## src/rtl/csvtok_pkg.sv

```systemverilog
// Shared types and constants of the CSV field tokenizer.
`timescale 1ns / 1ps

package csvtok_pkg;

	localparam logic [7:0] CH_QUOTE = 8'h22;
	localparam logic [7:0] CH_LF    = 8'h0A;
	localparam logic [7:0] CH_CR    = 8'h0D;
	localparam logic [7:0] CH_COMMA = 8'h2C;

	// Register indexes, word addressed (byte address 4 * index)
	localparam logic REG_DELIMITER = 1'b0;

	localparam logic [7:0] DELIMITER_RESET = CH_COMMA;

	typedef struct packed {
		logic inside_quotes;
		logic quote_pending;
		logic cr_pending;
		logic field_has_bytes;
		logic row_has_fields;
	} tok_state_t;

	typedef struct packed {
		logic       byte_valid;
		logic [7:0] data_byte;
		logic       field_end;
		logic       row_end;
		logic       stream_end;
	} tok_result_t;

endpackage

```

## src/rtl/csvtok_cfg.sv

```systemverilog
// APB register file holding the field delimiter.
`timescale 1ns / 1ps

module csvtok_cfg (
	input  logic        clk,
	input  logic        arst_n,
	input  logic        psel,
	input  logic        penable,
	input  logic        pwrite,
	input  logic [2:0]  paddr,
	input  logic [31:0] pwdata,
	output logic [31:0] prdata,
	output logic        pready,
	output logic [7:0]  sep
);

	logic [7:0] delimiter_q;
	logic       sel_delim;

	assign pready    = 1'b1;
	assign sel_delim = (paddr[2] == csvtok_pkg::REG_DELIMITER);

	always_ff @(posedge clk or negedge arst_n) begin
		if (!arst_n) begin
			delimiter_q <= csvtok_pkg::DELIMITER_RESET;
		end else if (psel && penable && pwrite && pready && sel_delim) begin
			delimiter_q <= pwdata[7:0];
		end
	end

	always_comb begin
		prdata = '0;
		if (sel_delim) begin
			prdata = {24'd0, delimiter_q};
		end
	end

	// zero selects comma
	assign sep = (delimiter_q == 8'd0) ? csvtok_pkg::CH_COMMA : delimiter_q;

endmodule

```

## src/rtl/csvtok_step.sv

```systemverilog
// Next-state and result logic for one byte of CSV text.
`timescale 1ns / 1ps

module csvtok_step (
	input  csvtok_pkg::tok_state_t  st,
	input  logic [7:0]              c,
	input  logic                    fin,
	input  logic [7:0]              sep,
	output csvtok_pkg::tok_state_t  nxt,
	output csvtok_pkg::tok_result_t res,
	output logic                    emit
);

	logic done;
	logic outside;
	logic put;

	always_comb begin
		nxt     = st;
		res     = '0;
		done    = 1'b0;
		outside = 1'b0;
		put     = 1'b0;

		// LF right after a CR is swallowed
		if (st.cr_pending) begin
			nxt.cr_pending = 1'b0;
			if (c == csvtok_pkg::CH_LF) begin
				done = 1'b1;
			end
		end

		if (!done) begin
			if (st.quote_pending) begin
				nxt.quote_pending = 1'b0;
				if (c == csvtok_pkg::CH_QUOTE) begin
					put = 1'b1;
				end else begin
					nxt.inside_quotes = 1'b0;
					outside           = 1'b1;
				end
			end else if (st.inside_quotes) begin
				if (c == csvtok_pkg::CH_QUOTE) begin
					if (fin) begin
						nxt.inside_quotes = 1'b0;
					end else begin
						nxt.quote_pending = 1'b1;
					end
				end else begin
					put = 1'b1;
				end
			end else begin
				outside = 1'b1;
			end
		end

		// quote wins over delimiter, delimiter over line breaks
		if (outside) begin
			if (c == csvtok_pkg::CH_QUOTE) begin
				nxt.inside_quotes = 1'b1;
			end else if (c == sep) begin
				res.field_end       = 1'b1;
				nxt.field_has_bytes = 1'b0;
				nxt.row_has_fields  = 1'b1;
			end else if (c == csvtok_pkg::CH_LF || c == csvtok_pkg::CH_CR) begin
				res.field_end       = 1'b1;
				res.row_end         = 1'b1;
				nxt.field_has_bytes = 1'b0;
				nxt.row_has_fields  = 1'b0;
				nxt.cr_pending      = (c == csvtok_pkg::CH_CR);
			end else begin
				put = 1'b1;
			end
		end

		if (put) begin
			res.byte_valid      = 1'b1;
			res.data_byte       = c;
			nxt.field_has_bytes = 1'b1;
		end

		// flush any open field or row, then start over
		if (fin) begin
			if (nxt.field_has_bytes || nxt.row_has_fields) begin
				res.field_end = 1'b1;
				res.row_end   = 1'b1;
			end
			nxt = '0;
		end
		res.stream_end = fin;

		emit = res.byte_valid || res.field_end || fin;
	end

endmodule

```

## src/rtl/csv_field_tokenizer.sv

```systemverilog
// Top level of the CSV field tokenizer: input register, step logic, result register.
// An accepted byte reaches the master side through the input and result registers.
// Throughput: one byte per cycle while no result waits on a full result register.
// Bytes that give no result (an LF after a CR, an opening quote) do not wait on it.
// Reset: arst_n clears all tokenizer state and valids; the delimiter returns to comma.
`timescale 1ns / 1ps

module csv_field_tokenizer (
	input  logic        clk,
	input  logic        arst_n,
	// slave stream
	input  logic        s_tvalid,
	output logic        s_tready,
	input  logic [7:0]  s_tdata,   // [7:0] in_byte
	input  logic        s_tlast,   // final_byte
	// master stream
	output logic        m_tvalid,
	input  logic        m_tready,
	output logic [15:0] m_tdata,   // [7:0] data_byte, [8] field_end, [9] row_end, rest zero
	output logic        m_tuser,   // [0] byte_valid
	output logic        m_tlast,   // stream_end
	// APB configuration
	input  logic        psel,
	input  logic        penable,
	input  logic        pwrite,
	input  logic [2:0]  paddr,
	input  logic [31:0] pwdata,
	output logic [31:0] prdata,
	output logic        pready
);

	logic                    valid_s1;
	logic [7:0]              byte_s1;
	logic                    fin_s1;
	csvtok_pkg::tok_state_t  state_q;
	csvtok_pkg::tok_state_t  state_nxt;
	csvtok_pkg::tok_result_t res;
	csvtok_pkg::tok_result_t out_q;
	logic                    out_valid_q;
	logic                    emit;
	logic                    out_free;
	logic                    adv;
	logic [7:0]              sep;

	csvtok_cfg u_cfg (
		.clk     (clk),
		.arst_n  (arst_n),
		.psel    (psel),
		.penable (penable),
		.pwrite  (pwrite),
		.paddr   (paddr),
		.pwdata  (pwdata),
		.prdata  (prdata),
		.pready  (pready),
		.sep     (sep)
	);

	csvtok_step u_step (
		.st   (state_q),
		.c    (byte_s1),
		.fin  (fin_s1),
		.sep  (sep),
		.nxt  (state_nxt),
		.res  (res),
		.emit (emit)
	);

	// a silent byte retires even while the result register is full
	assign out_free = !out_valid_q || m_tready;
	assign adv      = valid_s1 && (out_free || !emit);
	assign s_tready = !valid_s1 || adv;

	always_ff @(posedge clk or negedge arst_n) begin
		if (!arst_n) begin
			valid_s1 <= 1'b0;
		end else if (s_tready) begin
			valid_s1 <= s_tvalid;
		end
	end

	always_ff @(posedge clk) begin
		if (s_tvalid && s_tready) begin
			byte_s1 <= s_tdata;
			fin_s1  <= s_tlast;
		end
	end

	always_ff @(posedge clk or negedge arst_n) begin
		if (!arst_n) begin
			state_q <= '0;
		end else if (adv) begin
			state_q <= state_nxt;
		end
	end

	always_ff @(posedge clk or negedge arst_n) begin
		if (!arst_n) begin
			out_valid_q <= 1'b0;
		end else if (out_free) begin
			out_valid_q <= adv && emit;
		end
	end

	always_ff @(posedge clk) begin
		if (adv && emit) begin
			out_q <= res;
		end
	end

	assign m_tvalid = out_valid_q;
	assign m_tdata  = {6'd0, out_q.row_end, out_q.field_end, out_q.data_byte};
	assign m_tuser  = out_q.byte_valid;
	assign m_tlast  = out_q.stream_end;

`ifndef ASSERT_OFF
	a_row_has_field: assert property (@(posedge clk) disable iff (!arst_n)
		m_tvalid && m_tdata[9] |-> m_tdata[8])
		else $error("row_end without field_end");

	a_data_zero: assert property (@(posedge clk) disable iff (!arst_n)
		m_tvalid && !m_tuser |-> m_tdata[7:0] == 8'd0)
		else $error("data byte not zero without byte_valid");

	a_no_empty_result: assert property (@(posedge clk) disable iff (!arst_n)
		m_tvalid |-> m_tuser || m_tdata[8] || m_tlast)
		else $error("result carries nothing");

	a_final_clears: assert property (@(posedge clk) disable iff (!arst_n)
		adv && fin_s1 |=> state_q == '0)
		else $error("state not cleared after final byte");

	a_stall_holds: assert property (@(posedge clk) disable iff (!arst_n)
		valid_s1 && !adv |=> valid_s1 && $stable(state_q))
		else $error("stalled byte lost or state moved");
`endif

endmodule

```

## config.mk

```make
export PLATFORM = sky130hd
export DESIGN_NAME = csv_field_tokenizer
export DESIGN_NICKNAME = d
export VERILOG_FILES = /design/src/rtl/csvtok_pkg.sv /design/src/rtl/csvtok_cfg.sv /design/src/rtl/csvtok_step.sv /design/src/rtl/csv_field_tokenizer.sv
export SDC_FILE = /design/constraint.sdc
export NUM_CORES = 1
export LEC_CHECK = 0
export ABC_AREA = 1
export ABC_CLOCK_PERIOD_IN_PS = 3900
export BUFFER_PORTS_ARGS = -buffer_cell sky130_fd_sc_hd__buf_2
export CORE_MARGIN = 2
export CORE_UTILIZATION = 30
export DETAILED_ROUTE_END_ITERATION = 12
export GPL_TIMING_DRIVEN = 1
export HOLD_SLACK_MARGIN = 0.06
export PLACE_DENSITY = 0.62
export SLEW_MARGIN = 40
export SYNTH_ARGS = -nofsm -noshare
export SYNTH_HDL_FRONTEND = slang
export SYNTH_HIERARCHICAL = 1
export SYNTH_SLANG_ARGS = --single-unit
```

## constraint.sdc

```tcl
create_clock -name clk -period 3.9 [get_ports clk]
set_input_delay 0.585 -clock clk [delete_from_list [all_inputs] [get_ports clk]]
set_output_delay 0.585 -clock clk [all_outputs]
set_load 0.01 [all_outputs]
```

==> results.sh <==
export IMPL_die_area_um2=8186
export IMPL_cts_max_level=2
export IMPL_yosys_warnings=6
export IMPL_grtUsageMet2=0.1561
export IMPL_synth_seq_cells=36
export IMPL_busiest_layer="met2"
export IMPL_seq_area_frac_synth=0.4501
export IMPL_cts_root_buf="clkbuf_8"
export IMPL_drt_iter0_markers=78
export IMPL_insertion_delay_ps=290
export IMPL_outcome="finished clean"
export IMPL_placed_cell_area_um2=2390
export IMPL_drive_gt1_frac=0.3402
export IMPL_met3_usage=0.03255
export IMPL_cp_start_kind="register"
export IMPL_hold_viol_final=0
export IMPL_rr_worst_depth=14
export IMPL_ant_nets=0
export IMPL_drc=0
export IMPL_track_usage=0.1023
export IMPL_syn2layout_area_growth_pct=11.32
export IMPL_rsz0062_at_grt="false"
export IMPL_crit_type="reg2out"
export IMPL_cts_hold_buf=0
export IMPL_stdcell_area_um2=2497
export IMPL_initial_core_util=0.3093
export IMPL_syn_area_um2=2243
export IMPL_grt_max_degree=16
export IMPL_cts_buffers=5
export IMPL_diodes=0
export IMPL_wl_um=3973
export IMPL_totalNegativeSetupSlack_ps=0
export IMPL_gp_congestion=0.7664
export IMPL_endpoint_kind="output pin"
export IMPL_r2r_slack_ps=1190
export IMPL_ir_worst_vdd_mv=0.1437
export IMPL_grt_pass1_vias=1460
export IMPL_fin_crit_ps=3035
export IMPL_coreArea_um2=7253
export IMPL_critPathRequiredTime_ps=3310
export IMPL_antenna_found_initial=0
export IMPL_cts_tree="done"
export IMPL_ioPinCount=104
export IMPL_die_height_um=90.48
export IMPL_cts_sinks=36
export IMPL_fin_crit_sh=0.7781
export IMPL_cp_max_fo=12
export IMPL_drv_slew=0
export IMPL_grt_use_met1=0.1317
export IMPL_postSynthAreaPerCell_um2=8.938
export IMPL_p_total_mw=1.028
export IMPL_crit_arrival_ps=2450
export IMPL_power_leakage_nw=1.209
export IMPL_fmax_mhz=329.5
export IMPL_vias_per_cell=4.005
export IMPL_grt_pass1_wl_um=6748
export IMPL_cap_violations=0
export IMPL_cts_resized=0
export IMPL_clk_path_buf_depth=2
export IMPL_grt_ovfl_total=0
export IMPL_timing_rr_end="byte_s1[2]"
export IMPL_vias=1562
export IMPL_synthCells=251
export IMPL_drtPass1Iterations=4
export IMPL_reg2reg_from="u_cfg/delimiter_q[1]"
export IMPL_postCtsSetupRepairBufs=0
export IMPL_row_count=31
export IMPL_final_core_util=0.3443
export IMPL_timing_hold_ws_ps=202.7
export IMPL_hpwl_um=3195
export IMPL_fin_skew_ps=5.160
export IMPL_power_density_nw_per_um2=411.5
export IMPL_fin_nets=341
export IMPL_synth_distinct_cells=31
export IMPL_die_w_um=90.48
export IMPL_cts_reportedPaths_clkPinSlew_ps=70
export IMPL_io_buffers=46
export IMPL_setup_violations_final=0
export IMPL_hold_path_class="in2async"
export IMPL_wl_per_cell_um=10.19
registers in the layout, indices dropped and copies added, names as in the netlist:
name,cells
byte_s1,8
fin_s1,1
m_tdata,10
m_tlast,1
m_tuser,1
m_tvalid,1
state_q,5
u_cfg/delimiter_q,8
valid_s1,1
synthesized netlist by cell type:
| cell type | count | area (um2) |
|---|---|---|
| nand3_1 | 9 | 45.04 |
| conb_1 | 3 | 11.26 |
| nor3_1 | 4 | 20.02 |
| a21oi_1 | 2 | 10.01 |
| dfstp_2 | 3 | 78.83 |
| dfrtp_1 | 12 | 300.3 |
| clkbuf_1 | 5 | 18.77 |
| nand2_4 | 1 | 11.26 |
| nor2_8 | 1 | 20.02 |
| or2_2 | 1 | 6.260 |
| o21ai_0 | 4 | 20.02 |
| edfxtp_1 | 21 | 630.6 |
| nor2_1 | 17 | 63.81 |
| buf_12 | 1 | 20.02 |
| nand2_1 | 54 | 202.7 |
| o211ai_2 | 1 | 12.51 |
| inv_1 | 17 | 63.81 |
| nand3_4 | 2 | 35.03 |
| buf_6 | 1 | 11.26 |
| buf_4 | 35 | 262.8 |
| inv_2 | 12 | 45.04 |
| inv_8 | 1 | 11.26 |
| nand4_4 | 1 | 21.27 |
| nand3_2 | 2 | 20.02 |
| o21ai_2 | 1 | 8.760 |
| xnor2_1 | 6 | 52.55 |
| nand2_2 | 10 | 62.56 |
| nor2_4 | 5 | 56.30 |
| nor2_2 | 5 | 31.28 |
| nand4_1 | 12 | 75.07 |
| o21bai_1 | 2 | 15.01 |
cell type report:
| class | count | area, um2 |
|---|---|---|
| well taps | 99 | 123.9 |
| inverters | 30 | 120.1 |
| clock buffers | 6 | 72.57 |
| repair buffers | 46 | 230.2 |
| clock inverters | 2 | 35.03 |
| fillers | 758 | 4756 |
| multi-input cells | 171 | 905.9 |
| flip-flops and latches | 36 | 1010 |
routing by layer:
layer | wire length, um | share of wire
met4 | 48 | 0.012
met5 | 0 | 0
met1 | 1787 | 0.45
met3 | 263 | 0.066
met2 | 1873 | 0.47
worst max-delay path: stages, from the launching register on:
cell and delay (ps):
dfrtp_1 430, nor2_1 120, nand2_1 80, o21ai_0 220
xnor2_1 140, nand2_1 60, nor2_1 130, nand2_1 130
nand2_2 100, nand2_2 60, nand2_4 210, nand3_4 130
nand4_1 180, buf_2 160
worst max path at each step:
| stage | start | to | slack [ps] | cells past startpoint |
|---|---|---|---|---|
| after global routing | u_cfg/delimiter_q[1] | s_tready | 540 | 13 |
| final | u_cfg/delimiter_q[1] | s_tready | 870 | 13 |
| after global placement | u_cfg/delimiter_q[1] | s_tready | 1140 | 13 |
| after CTS | u_cfg/delimiter_q[1] | s_tready | 840 | 13 |
| after floorplan | u_cfg/delimiter_q[1] | byte_s1[0] | 1530 | 15 |
| after detailed placement | u_cfg/delimiter_q[1] | byte_s1[1] | 1170 | 14 |
where the power goes:
| part | switching [mW] | internal, mW |
|---|---|---|
| clock network | 0.132 | 0.190 |
| logic | 0.132 | 0.0763 |
| registers | 0.0367 | 0.461 |
| total | 0.300 | 0.727 |
stage by stage:
step	cells	worst slack [ps]
after floorplan	279	1535
after detailed placement	382	1171
after global routing	390	536.2
final	390	865.2
after CTS	390	836.8
after global placement	382	1138
cells by family after synthesis:
group | count (synthesis) | share of synthesized area
AO/OA/AOI/OAI | 10 | 0.02956
XOR/XNOR | 6 | 0.02342
buffers and inverters | 72 | 0.1930
flip-flops | 36 | 0.4501
other | 3 | 0.005019
AND/OR/NAND/NOR | 124 | 0.2989
cells in the final DEF, fill, tap and decap left out:
master,n
o21ai_2,1
nand2_2,10
o211ai_2,1
nand3_2,2
dfrtp_1,12
o21bai_1,2
clkinv_2,1
edfxtp_1,21
nand3_4,2
nor2_1,17
nor2_4,5
nand2_4,1
buf_2,46
nor2_8,1
a21oi_1,2
inv_1,17
nand2_1,54
o21ai_0,4
clkbuf_8,5
nor2_2,5
dfstp_2,3
nor3_1,4
xnor2_1,6
bufinv_16,1
nand4_4,1
nand4_1,12
inv_2,12
inv_8,1
conb_1,31
clkbuf_1,1
or2_2,1
nand3_1,9
Power figures use the tool's default switching activity.
